$ cat src/rtl/core/i2a_pkg.sv
// ----------------------------------------------------------------------------
// i2a_pkg: shared types and constants of the integer to ASCII formatter
// Base codes, character codes, BCD sizing and the digit-to-ASCII table.
// ----------------------------------------------------------------------------
package i2a_pkg;

  // Base select codes as they arrive on the input port
  typedef enum logic [1:0] {
    BASE_BIN = 2'd0,
    BASE_OCT = 2'd1,
    BASE_DEC = 2'd2,
    BASE_HEX = 2'd3
  } base_e;

  localparam int unsigned DIGIT_BUFFER_DEPTH_DEF = 64;

  localparam int unsigned VALUE_W    = 64;
  localparam int unsigned BCD_DIGITS = 20;
  localparam int unsigned BCD_W      = 4 * BCD_DIGITS;

  localparam logic [7:0] CHAR_ZERO  = 8'h30;
  localparam logic [7:0] CHAR_SPACE = 8'h20;
  localparam logic [7:0] CHAR_MINUS = 8'h2D;

  // Map one digit to its uppercase ASCII code
  function automatic logic [7:0] digit_char(logic [3:0] digit);
    logic [7:0] ch;
    case (digit)
      4'h0: ch = 8'h30;
      4'h1: ch = 8'h31;
      4'h2: ch = 8'h32;
      4'h3: ch = 8'h33;
      4'h4: ch = 8'h34;
      4'h5: ch = 8'h35;
      4'h6: ch = 8'h36;
      4'h7: ch = 8'h37;
      4'h8: ch = 8'h38;
      4'h9: ch = 8'h39;
      4'hA: ch = 8'h41;
      4'hB: ch = 8'h42;
      4'hC: ch = 8'h43;
      4'hD: ch = 8'h44;
      4'hE: ch = 8'h45;
      default: ch = 8'h46;
    endcase
    return ch;
  endfunction

endpackage

$ cat src/rtl/core/i2a_bcd_conv.sv
// ----------------------------------------------------------------------------
// i2a_bcd_conv: bit-serial binary to BCD converter
// Shift-and-add-3 conversion, one magnitude bit per cycle, 32 bits narrow or 64 wide.
// ----------------------------------------------------------------------------
module i2a_bcd_conv (
  input  logic                               clk_i,
  input  logic                               rst_ni,
  input  logic                               start_i,
  input  logic                               narrow_i,
  input  logic [i2a_pkg::VALUE_W-1:0]        value_i,
  output logic                               done_o,
  output logic [i2a_pkg::BCD_W-1:0]          bcd_o
);

  logic [i2a_pkg::VALUE_W-1:0] bin_q, bin_d;
  logic [i2a_pkg::BCD_W-1:0]   bcd_q, bcd_d;
  logic [i2a_pkg::BCD_W-1:0]   bcd_adj;
  logic [6:0]                  cnt_q, cnt_d;
  logic                        busy_q, busy_d;
  logic                        done_q, done_d;

  // Add 3 to every digit of five or more before the next shift
  always_comb begin
    logic [3:0] dig;
    dig = '0;
    for (int i = 0; i < int'(i2a_pkg::BCD_DIGITS); i++) begin
      dig = bcd_q[4*i +: 4];
      bcd_adj[4*i +: 4] = (dig >= 4'd5) ? dig + 4'd3 : dig;
    end
  end

  always_comb begin
    bin_d  = bin_q;
    bcd_d  = bcd_q;
    cnt_d  = cnt_q;
    busy_d = busy_q;
    done_d = 1'b0;
    if (start_i) begin
      bin_d  = narrow_i ? {value_i[31:0], 32'd0} : value_i;
      bcd_d  = '0;
      cnt_d  = narrow_i ? 7'd32 : 7'd64;
      busy_d = 1'b1;
    end else if (busy_q) begin
      bcd_d = {bcd_adj[i2a_pkg::BCD_W-2:0], bin_q[i2a_pkg::VALUE_W-1]};
      bin_d = {bin_q[i2a_pkg::VALUE_W-2:0], 1'b0};
      cnt_d = cnt_q - 7'd1;
      if (cnt_q == 7'd1) begin
        busy_d = 1'b0;
        done_d = 1'b1;
      end
    end
  end

  always_ff @(posedge clk_i or negedge rst_ni) begin
    if (!rst_ni) begin
      busy_q <= 1'b0;
      done_q <= 1'b0;
      cnt_q  <= '0;
    end else begin
      busy_q <= busy_d;
      done_q <= done_d;
      cnt_q  <= cnt_d;
      bin_q  <= bin_d;
      bcd_q  <= bcd_d;
    end
  end

  assign done_o = done_q;
  assign bcd_o  = bcd_q;

endmodule

$ cat src/rtl/core/integer_to_ascii_formatter.sv
// ----------------------------------------------------------------------------
// integer_to_ascii_formatter: printf-style integer to ASCII text formatter
// Formats one integer per transaction and streams its text one character
// per output transaction, with last on the final character.
// ----------------------------------------------------------------------------
// One number is handled at a time. After the input transaction the block
// handles the sign in ST_PREP, then for decimal runs the bit-serial BCD
// converter on the narrow or wide magnitude and collects its result. A
// leading-zero scan then drops one digit per cycle, up to the digit count
// of the base minus one (63 for wide binary, 21 octal, 19 decimal, 15 hex;
// about half for narrow values). ST_LAYOUT works out the field layout, and
// then the characters go out section by section, with a step to leave
// each section that comes before the one holding the final character
// (leading spaces, sign, zero fill and precision zeros always, the digits
// too when trailing spaces follow). Stalls on the output side hold the
// text back. The next number is taken as soon as the final character sits
// in the output register, while that character still waits to be taken.
// ----------------------------------------------------------------------------
module integer_to_ascii_formatter #(
  parameter int unsigned DIGIT_BUFFER_DEPTH = i2a_pkg::DIGIT_BUFFER_DEPTH_DEF
) (
  input  logic        clk_i,
  input  logic        rst_ni,

  // Number transaction
  input  logic        in_valid_i,
  output logic        in_ready_o,
  input  logic [63:0] value_i,
  input  logic        is_wide_i,
  input  logic [1:0]  base_select_i,
  input  logic        is_signed_i,
  input  logic [5:0]  width_i,
  input  logic [5:0]  precision_i,
  input  logic        left_justify_i,
  input  logic        zero_pad_i,

  // Character transaction
  output logic        out_valid_o,
  input  logic        out_ready_i,
  output logic [7:0]  out_char_o,
  output logic        last_o
);

  // Digits kept at most; digit slots of a base beyond this are dropped
  localparam logic [6:0] DepthLim = 7'(DIGIT_BUFFER_DEPTH);

  typedef enum logic [3:0] {
    ST_IDLE,
    ST_PREP,
    ST_CONV,
    ST_SCAN,
    ST_LAYOUT,
    ST_LEAD,
    ST_SIGN,
    ST_ZFILL,
    ST_PZERO,
    ST_DIGIT,
    ST_TRAIL
  } state_e;

  state_e            state_q, state_d;

  // Captured number and controls
  logic [63:0]       val_q, val_d;
  logic              wide_q, wide_d;
  i2a_pkg::base_e    base_q, base_d;
  logic              sgn_q, sgn_d;
  logic [5:0]        width_q, width_d;
  logic [5:0]        prec_q, prec_d;
  logic              left_q, left_d;
  logic              zpad_q, zpad_d;

  // Digit shift register, most significant digit at the top
  logic [79:0]       src_q, src_d;
  logic [6:0]        rem_q, rem_d;
  logic              seen_q, seen_d;

  // Layout
  logic              neg_q, neg_d;
  logic [6:0]        nd_q, nd_d;
  logic [5:0]        fill_q, fill_d;
  logic [5:0]        pz_q, pz_d;
  logic [6:0]        tot_q, tot_d;
  logic [6:0]        cnt_q, cnt_d;

  // Output register
  logic              out_valid_q, out_valid_d;
  logic [7:0]        out_char_q, out_char_d;
  logic              out_last_q, out_last_d;

  // Converter hookup
  logic              conv_start;
  logic [63:0]       conv_value;
  logic              conv_done;
  logic [79:0]       conv_bcd;

  // Combinational helpers
  logic [63:0]       ext_val;
  logic              neg_now;
  logic [63:0]       mag;
  logic [6:0]        nd_max;
  logic [3:0]        top_digit;
  logic [79:0]       src_shift;
  logic [6:0]        dig_field;
  logic [6:0]        sign_field;
  logic [6:0]        width_ext;
  logic [6:0]        phase_len;
  logic [7:0]        phase_char;
  state_e            phase_next;
  logic              can_emit;

  i2a_bcd_conv u_bcd_conv (
    .clk_i    (clk_i),
    .rst_ni   (rst_ni),
    .start_i  (conv_start),
    .narrow_i (!wide_q),
    .value_i  (conv_value),
    .done_o   (conv_done),
    .bcd_o    (conv_bcd)
  );

  // Extend the narrow value, then take the magnitude of a negative one
  assign ext_val = wide_q ? val_q :
                   (sgn_q ? {{32{val_q[31]}}, val_q[31:0]} : {32'd0, val_q[31:0]});
  assign neg_now = sgn_q && ext_val[63];
  assign mag     = neg_now ? (64'd0 - ext_val) : ext_val;

  assign conv_start = (state_q == ST_PREP) && (base_q == i2a_pkg::BASE_DEC);
  assign conv_value = mag;

  // Digit slots of each base, top digit and digit shift
  always_comb begin
    case (base_q)
      i2a_pkg::BASE_BIN: begin
        nd_max    = wide_q ? 7'd64 : 7'd32;
        top_digit = {3'd0, src_q[79]};
        src_shift = {src_q[78:0], 1'b0};
      end
      i2a_pkg::BASE_OCT: begin
        nd_max    = wide_q ? 7'd22 : 7'd11;
        top_digit = {1'b0, src_q[79:77]};
        src_shift = {src_q[76:0], 3'd0};
      end
      i2a_pkg::BASE_DEC: begin
        nd_max    = wide_q ? 7'd20 : 7'd10;
        top_digit = src_q[79:76];
        src_shift = {src_q[75:0], 4'd0};
      end
      default: begin
        nd_max    = wide_q ? 7'd16 : 7'd8;
        top_digit = src_q[79:76];
        src_shift = {src_q[75:0], 4'd0};
      end
    endcase
  end

  // Digit field is the larger of precision and digit count
  assign dig_field  = ({1'b0, prec_q} > nd_q) ? {1'b0, prec_q} : nd_q;
  assign sign_field = dig_field + {6'd0, neg_q};
  assign width_ext  = {1'b0, width_q};

  // Length, character and successor of each output section
  always_comb begin
    phase_len  = '0;
    phase_char = i2a_pkg::CHAR_SPACE;
    phase_next = ST_IDLE;
    case (state_q)
      ST_LEAD: begin
        phase_len  = (!left_q && !zpad_q) ? {1'b0, fill_q} : 7'd0;
        phase_char = i2a_pkg::CHAR_SPACE;
        phase_next = ST_SIGN;
      end
      ST_SIGN: begin
        phase_len  = {6'd0, neg_q};
        phase_char = i2a_pkg::CHAR_MINUS;
        phase_next = ST_ZFILL;
      end
      ST_ZFILL: begin
        phase_len  = (!left_q && zpad_q) ? {1'b0, fill_q} : 7'd0;
        phase_char = i2a_pkg::CHAR_ZERO;
        phase_next = ST_PZERO;
      end
      ST_PZERO: begin
        phase_len  = {1'b0, pz_q};
        phase_char = i2a_pkg::CHAR_ZERO;
        phase_next = ST_DIGIT;
      end
      ST_DIGIT: begin
        phase_len  = nd_q;
        phase_char = i2a_pkg::digit_char(top_digit);
        phase_next = ST_TRAIL;
      end
      ST_TRAIL: begin
        phase_len  = left_q ? {1'b0, fill_q} : 7'd0;
        phase_char = i2a_pkg::CHAR_SPACE;
        phase_next = ST_IDLE;
      end
      default: begin
        phase_len  = '0;
        phase_char = i2a_pkg::CHAR_SPACE;
        phase_next = ST_IDLE;
      end
    endcase
  end

  // Output register is free or being drained this cycle
  assign can_emit = !out_valid_q || out_ready_i;

  always_comb begin
    state_d     = state_q;
    val_d       = val_q;
    wide_d      = wide_q;
    base_d      = base_q;
    sgn_d       = sgn_q;
    width_d     = width_q;
    prec_d      = prec_q;
    left_d      = left_q;
    zpad_d      = zpad_q;
    src_d       = src_q;
    rem_d       = rem_q;
    seen_d      = seen_q;
    neg_d       = neg_q;
    nd_d        = nd_q;
    fill_d      = fill_q;
    pz_d        = pz_q;
    tot_d       = tot_q;
    cnt_d       = cnt_q;
    out_valid_d = out_valid_q;
    out_char_d  = out_char_q;
    out_last_d  = out_last_q;

    // Drop the held character once taken
    if (out_valid_q && out_ready_i) begin
      out_valid_d = 1'b0;
    end

    case (state_q)
      ST_IDLE: begin
        if (in_valid_i) begin
          val_d   = value_i;
          wide_d  = is_wide_i;
          base_d  = i2a_pkg::base_e'(base_select_i);
          sgn_d   = is_signed_i && (i2a_pkg::base_e'(base_select_i) == i2a_pkg::BASE_DEC);
          width_d = width_i;
          prec_d  = precision_i;
          left_d  = left_justify_i;
          zpad_d  = zero_pad_i;
          state_d = ST_PREP;
        end
      end
      ST_PREP: begin
        neg_d  = neg_now;
        rem_d  = nd_max;
        seen_d = 1'b0;
        case (base_q)
          i2a_pkg::BASE_BIN: begin
            src_d   = wide_q ? {mag, 16'd0} : {mag[31:0], 48'd0};
            state_d = ST_SCAN;
          end
          i2a_pkg::BASE_OCT: begin
            src_d   = wide_q ? {2'd0, mag, 14'd0} : {1'b0, mag[31:0], 47'd0};
            state_d = ST_SCAN;
          end
          i2a_pkg::BASE_DEC: begin
            state_d = ST_CONV;
          end
          default: begin
            src_d   = wide_q ? {mag, 16'd0} : {mag[31:0], 48'd0};
            state_d = ST_SCAN;
          end
        endcase
      end
      ST_CONV: begin
        if (conv_done) begin
          src_d   = wide_q ? conv_bcd : {conv_bcd[39:0], 40'd0};
          state_d = ST_SCAN;
        end
      end
      ST_SCAN: begin
        if (rem_q > DepthLim) begin
          // Beyond the digit buffer: drop, but remember a nonzero digit
          seen_d = seen_q || (top_digit != 4'd0);
          src_d  = src_shift;
          rem_d  = rem_q - 7'd1;
        end else if ((rem_q > 7'd1) && (top_digit == 4'd0) && !seen_q) begin
          src_d = src_shift;
          rem_d = rem_q - 7'd1;
        end else begin
          nd_d    = rem_q;
          state_d = ST_LAYOUT;
        end
      end
      ST_LAYOUT: begin
        fill_d  = (width_ext > sign_field) ? 6'(width_ext - sign_field) : 6'd0;
        pz_d    = 6'(dig_field - nd_q);
        tot_d   = ((width_ext > sign_field) ? width_ext : sign_field);
        cnt_d   = '0;
        state_d = ST_LEAD;
      end
      ST_LEAD, ST_SIGN, ST_ZFILL, ST_PZERO, ST_DIGIT, ST_TRAIL: begin
        if (cnt_q == phase_len) begin
          cnt_d   = '0;
          state_d = phase_next;
        end else if (can_emit) begin
          out_valid_d = 1'b1;
          out_char_d  = phase_char;
          out_last_d  = (tot_q == 7'd1);
          cnt_d       = cnt_q + 7'd1;
          tot_d       = tot_q - 7'd1;
          if (state_q == ST_DIGIT) begin
            src_d = src_shift;
          end
          // Final character loaded: free the input side at once
          if (tot_q == 7'd1) begin
            state_d = ST_IDLE;
          end
        end
      end
      default: begin
        state_d = ST_IDLE;
      end
    endcase
  end

  always_ff @(posedge clk_i or negedge rst_ni) begin
    if (!rst_ni) begin
      state_q     <= ST_IDLE;
      out_valid_q <= 1'b0;
      cnt_q       <= '0;
      seen_q      <= 1'b0;
    end else begin
      state_q     <= state_d;
      out_valid_q <= out_valid_d;
      cnt_q       <= cnt_d;
      seen_q      <= seen_d;
      val_q       <= val_d;
      wide_q      <= wide_d;
      base_q      <= base_d;
      sgn_q       <= sgn_d;
      width_q     <= width_d;
      prec_q      <= prec_d;
      left_q      <= left_d;
      zpad_q      <= zpad_d;
      src_q       <= src_d;
      rem_q       <= rem_d;
      neg_q       <= neg_d;
      nd_q        <= nd_d;
      fill_q      <= fill_d;
      pz_q        <= pz_d;
      tot_q       <= tot_d;
      out_char_q  <= out_char_d;
      out_last_q  <= out_last_d;
    end
  end

  assign in_ready_o  = (state_q == ST_IDLE);
  assign out_valid_o = out_valid_q;
  assign out_char_o  = out_char_q;
  assign last_o      = out_last_q;

endmodule

$ cat config.mk
export PLATFORM = sky130hd
export DESIGN_NAME = integer_to_ascii_formatter
export DESIGN_NICKNAME = d
export VERILOG_FILES = /design/src/rtl/core/i2a_pkg.sv /design/src/rtl/core/i2a_bcd_conv.sv /design/src/rtl/core/integer_to_ascii_formatter.sv
export SDC_FILE = /design/constraint.sdc
export NUM_CORES = 1
export LEC_CHECK = 0
export BUFFER_PORTS_ARGS = -buffer_cell sky130_fd_sc_hd__buf_4
export CAP_MARGIN = 20
export CORE_MARGIN = 2
export CORE_UTILIZATION = 45
export CTS_BUF_LIST = sky130_fd_sc_hd__clkbuf_4 sky130_fd_sc_hd__clkbuf_8
export CTS_CLUSTER_SIZE = 12
export DETAILED_ROUTE_END_ITERATION = 6
export GPL_ROUTABILITY_DRIVEN = 0
export GPL_TIMING_DRIVEN = 0
export PLACE_DENSITY_LB_ADDON = 0.2
export SYNTH_ARGS = -nofsm -noshare
export SYNTH_HDL_FRONTEND = slang
export SYNTH_HIERARCHICAL = 1
export SYNTH_SLANG_ARGS = --single-unit
$ cat constraint.sdc
create_clock -name clk_i -period 13.25 [get_ports clk_i]
set_clock_uncertainty 0.05 [all_clocks]
set_input_delay 1.9875 -clock clk_i [delete_from_list [all_inputs] [get_ports clk_i]]
set_output_delay 1.9875 -clock clk_i [all_outputs]
set_load 0.1 [all_outputs]
* Word level (Yosys, flattened, before mapping)
Memory sizes are Yosys's and may differ from the RTL's.
Cells that the tools add are included.
** Storage, ports and cells
- Flip-flop bits (word level) :: 371
- Bits in read-only memories :: 112
- Bits of input ports :: 86
- Output and inout port bits :: 11
- Logic and storage cells :: 231
- Memories kept :: 1
** Memories
- (name not given) :: words 16, width 7, read ports 1, clocked after memory_dff 0, write ports 0, line i2a_pkg.sv:28 : case (digit)
** Cells by class
- Add/subtract/negate cells :: 28
- Order comparisons :: 24
- Equality and inequality tests :: 28
- Muxes and demuxes :: 85
- Bitwise logic cells :: 3
- Reduce and logical (&&, ||, !) cells :: 36
** Operator list (count)
- 80-bit 2-to-1 mux :: 9
- 64-bit 2-to-1 mux :: 6
- 80-bit one-hot mux with 2 select lines :: 2
- 80-bit one-hot mux with 4 select lines :: 1
- 4-bit 2-to-1 mux :: 26
- 4-bit by 3-bit greater-or-equal comparator with 1-bit output, second input constant :: 20
- 79-bit 2-to-1 mux :: 1
- 7-bit 2-to-1 mux :: 11
- 4-bit by 2-bit adder with 4-bit output, second input constant :: 19
- 1-bit by 64-bit subtractor with 64-bit output, first input constant :: 1
- 7-bit one-hot mux with 2 select lines :: 3
- 7-bit one-hot mux with 6 select lines :: 1
- 4-bit one-hot mux with 6 select lines :: 1
- 8-bit one-hot mux with 3 select lines :: 1
- 7-bit one-hot mux with 3 select lines :: 1
- 7-bit by 1-bit subtractor with 7-bit output, second input constant :: 3
- 4-bit one-hot mux with 5 select lines :: 1
- 6-bit 2-to-1 mux :: 3
- 4-bit by 3-bit == test with 1-bit output, second input constant :: 4
- 2-bit != test, second input constant :: 8
- 5-bit 2-to-1 mux :: 3
- 7-bit by 1-bit == test with 1-bit output, second input constant :: 2
- 6-bit by 7-bit greater-than comparator with 1-bit output :: 2
- 4-bit == test, second input constant :: 3
- other kinds (32) :: 72

* Longest topological paths before layout
Gate-level depths: netlist (run 1).
- Word-level depth :: 8
- Depth in mapped cells :: 23
- Mapped depth without buffers :: 22

* By module
Netlist (run 1), hierarchy kept.
** By module, submodules not included
- integer_to_ascii_formatter :: instances 1, cells each 1578, area each 14909.3 um^2, sequential area each 6451.2 um^2
- i2a_bcd_conv :: instances 1, cells each 839, area each 8847.2 um^2, sequential area each 4549.4 um^2

* Worst setup path after synthesis (run 1)
No wires, ideal clock.
- Path type :: input to register
- Start :: input port out_ready_i
- End :: register src_q[0] (enable)
- Library setup time :: 0.519 ns
- Arrival :: 5.757 ns
- Data required time :: 12.681 ns
- Slack :: 6.924 ns
- Stages on the path :: 4
- Buffers on the path :: 0
- Path through :: nand2b_1 nor2b_1 o21ai_0 nor2_1
** Between the ends
- Word-level cells in the longest chain between the ends :: 3
** Ends and longest elaborated chain
- start: declaration :: line integer_to_ascii_formatter.sv:39 : input logic out_ready_i,
- 1-bit logical OR :: line integer_to_ascii_formatter.sv:207 : assign can_emit = !out_valid_q || out_ready_i;
- 2-bit != test (no line)
- 8-bit AND reduction (no line)
- end signal: assignment :: line integer_to_ascii_formatter.sv:344 : src_q <= src_d;
- end: declaration :: line integer_to_ascii_formatter.sv:74 : logic [79:0] src_q, src_d;
No other way between the ends.
A chain may end at the register's enable or synchronous reset.

* Final worst setup path (run 1)
- Start :: register nd_q[2]
- End :: register tot_q[5] (data pin)
** Between the ends
- Word-level cells in the longest chain between the ends :: 6
** Ends and longest elaborated chain
- start: declaration :: line integer_to_ascii_formatter.sv:80 : logic [6:0] nd_q, nd_d;
- start signal: assignment :: line integer_to_ascii_formatter.sv:347 : nd_q <= nd_d;
- 6-bit by 7-bit greater-than comparator with 1-bit output :: line integer_to_ascii_formatter.sv:158 : assign dig_field = ({1'b0, prec_q} > nd_q) ? {1'b0, prec_q} : nd_q;
- 7-bit 2-to-1 mux (*) :: line integer_to_ascii_formatter.sv:158
- 7-bit by 1-bit adder with 7-bit output (*) :: line integer_to_ascii_formatter.sv:159 : assign sign_field = dig_field + {6'd0, neg_q};
- 6-bit by 7-bit greater-than comparator with 1-bit output :: line integer_to_ascii_formatter.sv:296 : tot_d = ((width_ext > sign_field) ? width_ext : sign_field);
- 7-bit 2-to-1 mux (*) :: line integer_to_ascii_formatter.sv:296
- 7-bit one-hot mux with 2 select lines (*) :: line integer_to_ascii_formatter.sv:237 : case (state_q)
- named net tot_d[5] :: line integer_to_ascii_formatter.sv:83 : logic [6:0] tot_q, tot_d;
- end signal: assignment :: line integer_to_ascii_formatter.sv:350 : tot_q <= tot_d;
- end: declaration :: line integer_to_ascii_formatter.sv:83
The timed path passes the listed nets; every way through them passes the cells marked *.

==> flow_metrics.env, run 1 <==
export IMPL_fill_cells=4786
export IMPL_crit_type="register to register"
export IMPL_hold_class="register to register"
export IMPL_first_pass_iters=7
export IMPL_first_global_vias=20257
export IMPL_dp_hpwl_um=61100
export IMPL_dieArea_mm2=0.0546
export IMPL_drc_errors=0
export IMPL_io_pins=97
export IMPL_ys_warnings_count=6
export IMPL_outcome="finished clean"
export IMPL_grt_max_degree=73
export IMPL_core_area_mm2=0.0523
export IMPL_clock_path_buffers=3
export IMPL_yosysTopAreaCell="edfxtp_1"
export IMPL_gr_total_overflow=0
export IMPL_drive_gt1_share_pct=11.2
export IMPL_tightest_slew_ns=1.26
export IMPL_rr_startpoint="nd_q[2]$_DFFE_PP_"
export IMPL_worst_slew_margin_rel_pct=15.5
export IMPL_finalMaxSlewViolations=0
export IMPL_clock_latency_ns=0.68
export IMPL_ys_flop_type="edfxtp_1"
export IMPL_ir_drop_mv=0.0964
export IMPL_drt_iter0_markers=3161
export IMPL_grt_pass1_wl_um=124000
export IMPL_arrival_ns=6.26
export IMPL_syn_nets=2576
export IMPL_ys_types=87
export IMPL_initial_utilization_pct=45.4
export IMPL_wire_per_inst_um=25.2
export IMPL_fin_crit_sh_pct=44.5
export IMPL_fin_crit_ns=5.89
export IMPL_synth_compound_area_share_pct=20.7
export IMPL_synth_seq_area_share_pct=46.3
export IMPL_fmax_mhz=170
export IMPL_yosysMostFrequentCell="edfxtp_1"
export IMPL_endpoint_kind="register"
export IMPL_grt_use_met2_pct=46.0
export IMPL_h_tree_depth=3
export IMPL_netlist_instances=2417
export IMPL_dpl_cell_area_mm2=0.0255
export IMPL_cts_hold_buffers=0
export IMPL_totalWireLength_um=83800
export IMPL_synth_xor_xnor_area_share_pct=3.56
export IMPL_portBuffers=95
export IMPL_numClockSinks=370
export IMPL_synth_top_family_by_area="compound AO/OA/AOI/OAI gates"
export IMPL_required_ns=13.62
export IMPL_gr_usage_met1_pct=37.9
export IMPL_maxCapViolCount=0
export IMPL_cts_buffers=70
export IMPL_die_x_um=234
export IMPL_hold_start="rem_q[1]$_DFFE_PP_"
export IMPL_yosys_top_cells_area="edfxtp_1 44%, mux2i_1 7.0%, a21oi_1 4.2%"
export IMPL_ys_seq_elements=370
export IMPL_synth_top_area_share_pct=44.0
export IMPL_async_reset_ff_share_pct=5.95
export IMPL_final_hold_violation_count=0
export IMPL_cts_tree="yes"
export IMPL_critPathLaunchType="register"
export IMPL_grt_usage_pct=30.3
export IMPL_p_leak_nw=10.3
export IMPL_finalHoldWorstSlack_ns=0.455
export IMPL_antenna_found_initial=1
export IMPL_rsz0062_at_grt="false"
export IMPL_stdcell_area_mm2=0.0269
export IMPL_use_met3_pct=7.68
export IMPL_routed_via_count=21267
export IMPL_die_height_um=234
export IMPL_yosys_top_cells_count="348 x edfxtp_1, 218 x nand2_1, 213 x nor2_1"
export IMPL_yosys_area_share_simple_pct=13.3
export IMPL_rows=84
export IMPL_setup_viol=0
export IMPL_cts_root_buf="clkbuf_8"
export IMPL_setup_tns_final_ns=0
export IMPL_postCtsSetupBuffers=0
export IMPL_busiest_layer="met2"
export IMPL_via_per_inst=6.38
export IMPL_nets=2752
export IMPL_antenna_left=0
export IMPL_synth_edff_count=348
export IMPL_multi_input_area_mm2=0.0116
export IMPL_clk_pin_slew_ns=0.06
export IMPL_syn_to_final_growth_pct=13.0
export IMPL_synth_adder_area_share_pct=3.99
export IMPL_register_area_mm2=0.0110
export IMPL_cts_resized=0
export IMPL_synthesis_area_per_instance_um2=9.83
export IMPL_synth_area_mm2=0.0238
export IMPL_path_max_fanout=10
export IMPL_p_per_area_mw_per_mm2=223
export IMPL_crit_path_start="nd_q[2]$_DFFE_PP_"
export IMPL_synthMuxAreaShare_pct=7.28
## final timing paths
| check | cells after the start | slack [ns] | endpoint |
|---|---|---|---|
| worst min register to register | 0 | 0.45 | nd_q[1]$_DFFE_PP_ |
| min in group asynchronous | 1 | 1.35 | state_q[1]$_DFFE_PN0P_ |
| worst min-delay path | 0 | 0.45 | nd_q[1]$_DFFE_PP_ |
| max in group asynchronous | 2 | 11.03 | u_bcd_conv/cnt_q[2]$_DFFE_PN0N_ |
| worst max-delay path | 21 | 7.36 | tot_q[5]$_DFFE_PP_ |
| worst max register to register | 21 | 7.36 | tot_q[5]$_DFFE_PP_ |
## layer usage
| metal | vias to the layer above | share of wire [%] | wire length (um) |
|---|---|---|---|
| met1 | 10154 | 38 | 32200 |
| met2 | 1346 | 44 | 36500 |
| met4 | 0 | 7.2 | 6040 |
| met5 | - | 0 | 0 |
| met3 | 327 | 11 | 9090 |
| li1 | 9440 | - | - |
## flip-flops by register name (all words and copies together), names as in the netlist, 7 cells and up
| name | count |
|---|---|
| cnt_q | 7 |
| nd_q | 7 |
| out_char_o | 7 |
| rem_q | 7 |
| src_q | 80 |
| tot_q | 7 |
| u_bcd_conv/bcd_o | 80 |
| u_bcd_conv/bin_q | 64 |
| u_bcd_conv/cnt_q | 7 |
| val_q | 64 |
## final cells by class
class                      instances  area share, %
antenna                            2         0.0186
tap                              688           3.21
clock buffer                      94           4.28
multi-input combinational       1762           43.4
sequential                       370           41.0
inverter                         135           1.89
clock inverter                    27          0.713
timing repair buffer             104           3.23
buffer                           150           2.34
## power by group
part	total [mW]	switching [mW]	internal (mW)
logic	2.58	1.62	0.956
registers	2.29	0.467	1.82
clock network	1.12	0.528	0.589
total	5.98	2.62	3.37
## logic make-up after synthesis
logic type / Yosys count
AO/OA/AOI/OAI: 752
AND/OR/NAND/NOR: 667
flip-flops: 370
buffers and inverters: 285
multiplexers: 172
XOR/XNOR: 95
adder cells (fa/ha/maj): 75
other: 1
## layout by cell type, fill, tap and decap left out, types with 16 or more instances in the layout
cell / n
nand3_1: 49
a221o_1: 27
nor3_1: 27
a21oi_1: 198
nand2b_1: 33
o31ai_1: 26
xnor2_1: 46
o22ai_1: 32
a21o_1: 23
buf_2: 35
a222oi_1: 20
clkbuf_4: 23
a211oi_1: 21
a31oi_1: 17
edfxtp_1: 348
and3_1: 16
buf_1: 21
inv_1: 132
mux2i_1: 165
ha_1: 71
a22o_1: 33
dfrtp_1: 22
nor2_1: 212
o221ai_1: 33
xor2_1: 48
clkbuf_8: 71
clkbuf_1: 90
nand2_1: 218
o21ai_0: 197
buf_4: 101
## through the flow
step	cells	utilization [%]	power, mW	setup slack [ns]
2_1_floorplan	2417	-	3.85	6.92
3_3_place_gp	3200	48.4	4.66	3.85
3_5_place_dp	3206	48.7	4.76	7.47
4_1_cts	3327	51.3	5.88	7.44
5_1_grt	3330	51.3	6.28	7.01
6_report	3332	51.3	5.98	7.36
## critical path, cell delays in order, from the launching register on
cell	delay, ns
edfxtp_1	0.46
inv_1	0.11
ha_1	0.33
a21oi_1	0.24
a21boi_1	0.15
o21ai_1	0.60
o21ai_0	0.31
ha_1	0.30
ha_1	0.25
nand2_1	0.12
nor2_1	0.05
a2bb2oi_1	0.17
o211a_1	0.21
o21ai_0	0.18
ha_1	0.38
a21o_1	0.20
a21o_1	0.22
a31oi_1	0.19
nor4bb_1	0.44
clkbuf_1	0.37
o211ai_1	0.13
o311a_1	0.17
No activity file was read; power rests on OpenSTA's default activity.
==> inputs of run 2 (changes only) <==
--- a/config.mk
+++ b/config.mk
@@ -5,6 +5,7 @@
 export SDC_FILE = /design/constraint.sdc
 export NUM_CORES = 1
 export LEC_CHECK = 0
+export ABC_AREA = 1
 export BUFFER_PORTS_ARGS = -buffer_cell sky130_fd_sc_hd__buf_4
 export CAP_MARGIN = 20
 export CORE_MARGIN = 2
==> constraint.sdc (replaced) <==
create_clock -name clk_i -period 4.8 [get_ports clk_i]
set_clock_uncertainty 0.05 [all_clocks]
set_input_delay 0.72 -clock clk_i [delete_from_list [all_inputs] [get_ports clk_i]]
set_output_delay 0.72 -clock clk_i [all_outputs]
set_load 0.1 [all_outputs]
==> flow_metrics.env, run 2 <==
export IMPL_die_height_um=234
export IMPL_yosysMostFrequentCell="nand2_1"
export IMPL_final_hold_violation_count=0
export IMPL_rsz0062_at_grt="false"
export IMPL_totalWireLength_um=78800
export IMPL_initial_utilization_pct=45.3
export IMPL_nets=3216
export IMPL_wire_per_inst_um=20.8
export IMPL_layout_common_cells="748 x nand2_1, 348 x edfxtp_1, 347 x inv_1"
export IMPL_antenna_left=0
export IMPL_portBuffers=95
export IMPL_finalMaxSlewViolations=0
export IMPL_routed_via_count=22284
export IMPL_diodes=0
export IMPL_fin_crit_ns=4.19
export IMPL_drc_errors=2
export IMPL_final_util_pct=51.2
export IMPL_cts_root_buf="clkbuf_8"
export IMPL_clock_path_buffers=3
export IMPL_h_tree_depth=3
export IMPL_ir_drop_mv=0.239
export IMPL_dpl_cell_area_mm2=0.0255
export IMPL_yosys_top_cells_count="748 x nand2_1, 348 x edfxtp_1, 347 x inv_1"
export IMPL_rr_startpoint="base_q[1]$_DFFE_PP_"
export IMPL_final_common_cell="nand2_1"
export IMPL_drive_gt1_share_pct=11.9
export IMPL_grt_max_degree=79
export IMPL_netlist_instances=2884
export IMPL_endpoint_kind="register"
export IMPL_fin_crit_sh_pct=87.3
export IMPL_path_max_fanout=31
export IMPL_clock_latency_ns=0.67
export IMPL_synth_seq_area_share_pct=46.3
export IMPL_ys_flop_type="edfxtp_1"
export IMPL_p_per_area_mw_per_mm2=627
export IMPL_slowest_stage="nor2_4"
export IMPL_clk_pin_slew_ns=0.06
export IMPL_critPathLaunchType="register"
export IMPL_async_reset_ff_share_pct=5.95
export IMPL_io_pins=97
export IMPL_die_x_um=234
export IMPL_ys_warnings_count=6
export IMPL_numClockSinks=370
export IMPL_cts_buffers=68
export IMPL_crit_type="register to register"
export IMPL_hold_start="value_i[36]"
export IMPL_drt_iter0_markers=3212
export IMPL_crit_path_end="src_q[63]$_DFFE_PP_"
export IMPL_stdcell_area_mm2=0.0268
export IMPL_cts_tree="yes"
export IMPL_syn_nets=3043
export IMPL_path_delay_family="buffers and inverters"
export IMPL_synth_top_area_share_pct=44.0
export IMPL_dieArea_mm2=0.0546
export IMPL_arrival_ns=4.46
export IMPL_path_depth=15
export IMPL_crit_path_start="base_q[1]$_DFFE_PP_"
export IMPL_fmax_mhz=239
export IMPL_maxCapViolCount=0
export IMPL_required_ns=5.07
export IMPL_grt_usage_pct=28.4
export IMPL_rr_worst_depth=15
export IMPL_slowest_delay_ns=0.58
export IMPL_antenna_found_initial=0
export IMPL_synth_edff_count=348
export IMPL_p_leak_nw=11.5
export IMPL_via_per_inst=5.88
export IMPL_ys_seq_elements=370
export IMPL_yosysTopAreaCell="edfxtp_1"
export IMPL_crit_buf_inv=6
export IMPL_setup_viol=0
export IMPL_first_pass_iters=7
export IMPL_first_global_vias=20716
export IMPL_ys_types=57
export IMPL_rows=84
export IMPL_syn_to_final_growth_pct=12.9
export IMPL_r2r_setup_slack_ns=0.61
export IMPL_synthesis_area_per_instance_um2=8.23
export IMPL_synth_area_mm2=0.0237
export IMPL_grt_pass1_wl_um=118000
export IMPL_dp_hpwl_um=59500
export IMPL_worst_slew_margin_rel_pct=32.6
export IMPL_tightest_slew_ns=1.01
export IMPL_gr_total_overflow=0
export IMPL_r2r_end="src_q[63]$_DFFE_PP_"
export IMPL_core_area_mm2=0.0523
export IMPL_crit_chain="clkbuf_1, nor2_1, inv_1, clkbuf_1, o22ai_1, inv_1, ha_1, nand3b_1, nand2_1, o31ai_1, nand2_1, nand3_1, nor2_4, buf_12, buf_12"
export IMPL_yosys_top_cells_area="edfxtp_1 44%, nand2_1 12%, inv_1 5.5%"
export IMPL_outcome="finished with violations"
export IMPL_hold_class="input port to register"
export IMPL_violations="DRC"
[run 2: layout make-up]
class,instances,area (um^2)
fillers,4935,25500
flip-flops and latches,370,11000
multi-input cells,2028,10800
inverters,359,1350
clock buffers,99,1210
repair buffers,103,862
well taps,688,861
plain buffers,127,596
clock inverters,19,98.8
[run 2: how the worst min path moves through the flow]
| stage | endpoint | cells past startpoint | slack [ns] |
|---|---|---|---|
| finish | val_q[36]$_DFFE_PP_ | 1 | 0.18 |
| global route | val_q[43]$_DFFE_PP_ | 1 | 0.16 |
| CTS | val_q[36]$_DFFE_PP_ | 1 | 0.13 |
| floorplan | cnt_q[0]$_DFFE_PN0P_ | 0 | 0.37 |
| detailed placement | nd_q[1]$_DFFE_PP_ | 0 | 0.42 |
| global placement | nd_q[1]$_DFFE_PP_ | 0 | 0.42 |
[run 2: layer usage]
| metal | part of all wire, % | global-route usage (%) | wire length (um) |
|---|---|---|---|
| met5 | 0 | 0 | 0 |
| met2 | 42 | 41.7 | 33500 |
| met1 | 40 | 38.3 | 31600 |
| met4 | 6.4 | 17.3 | 5050 |
| met3 | 11 | 6.15 | 8710 |
[run 2: metrics by stage]
step | power [mW] | instances | TNS [ns] | setup slack (ns) | hold slack [ns]
detailed placement | 13.5 | 3673 | 0 | 0.656 | 0.424
CTS | 16.6 | 3792 | 0 | 0.619 | 0.131
finish | 16.8 | 3793 | 0 | 0.608 | 0.178
global placement | 13.2 | 3667 | -300.76 | -1.74 | 0.421
floorplan | 11.0 | 2884 | 0 | 0.0107 | 0.374
global route | 17.8 | 3793 | 0 | 0.247 | 0.156
[run 2: where the power goes]
part | leakage (nW) | switching, mW | total [mW] | internal [mW]
sequential | 3.58 | 1.15 | 6.42 | 5.27
clock | 0.695 | 1.41 | 3.03 | 1.62
combinational | 7.24 | 5.03 | 7.36 | 2.33
total | 11.5 | 7.59 | 16.8 | 9.22
[run 2: what timing repair did]
item                      4_1_cts  5_1_grt
hold endpoints to repair       13        0
gates resized for setup         0        0
hold buffers                    1        0
buffers inserted                0        0
[run 2: logic make-up after synthesis]
group	share of synthesized area [%]
compound gates	14.3
other cells	0.0158
buf+inv	8.19
mux	0.174
simple gates	24.2
fa+ha+maj	3.91
xor+xnor	2.87
flops	46.3
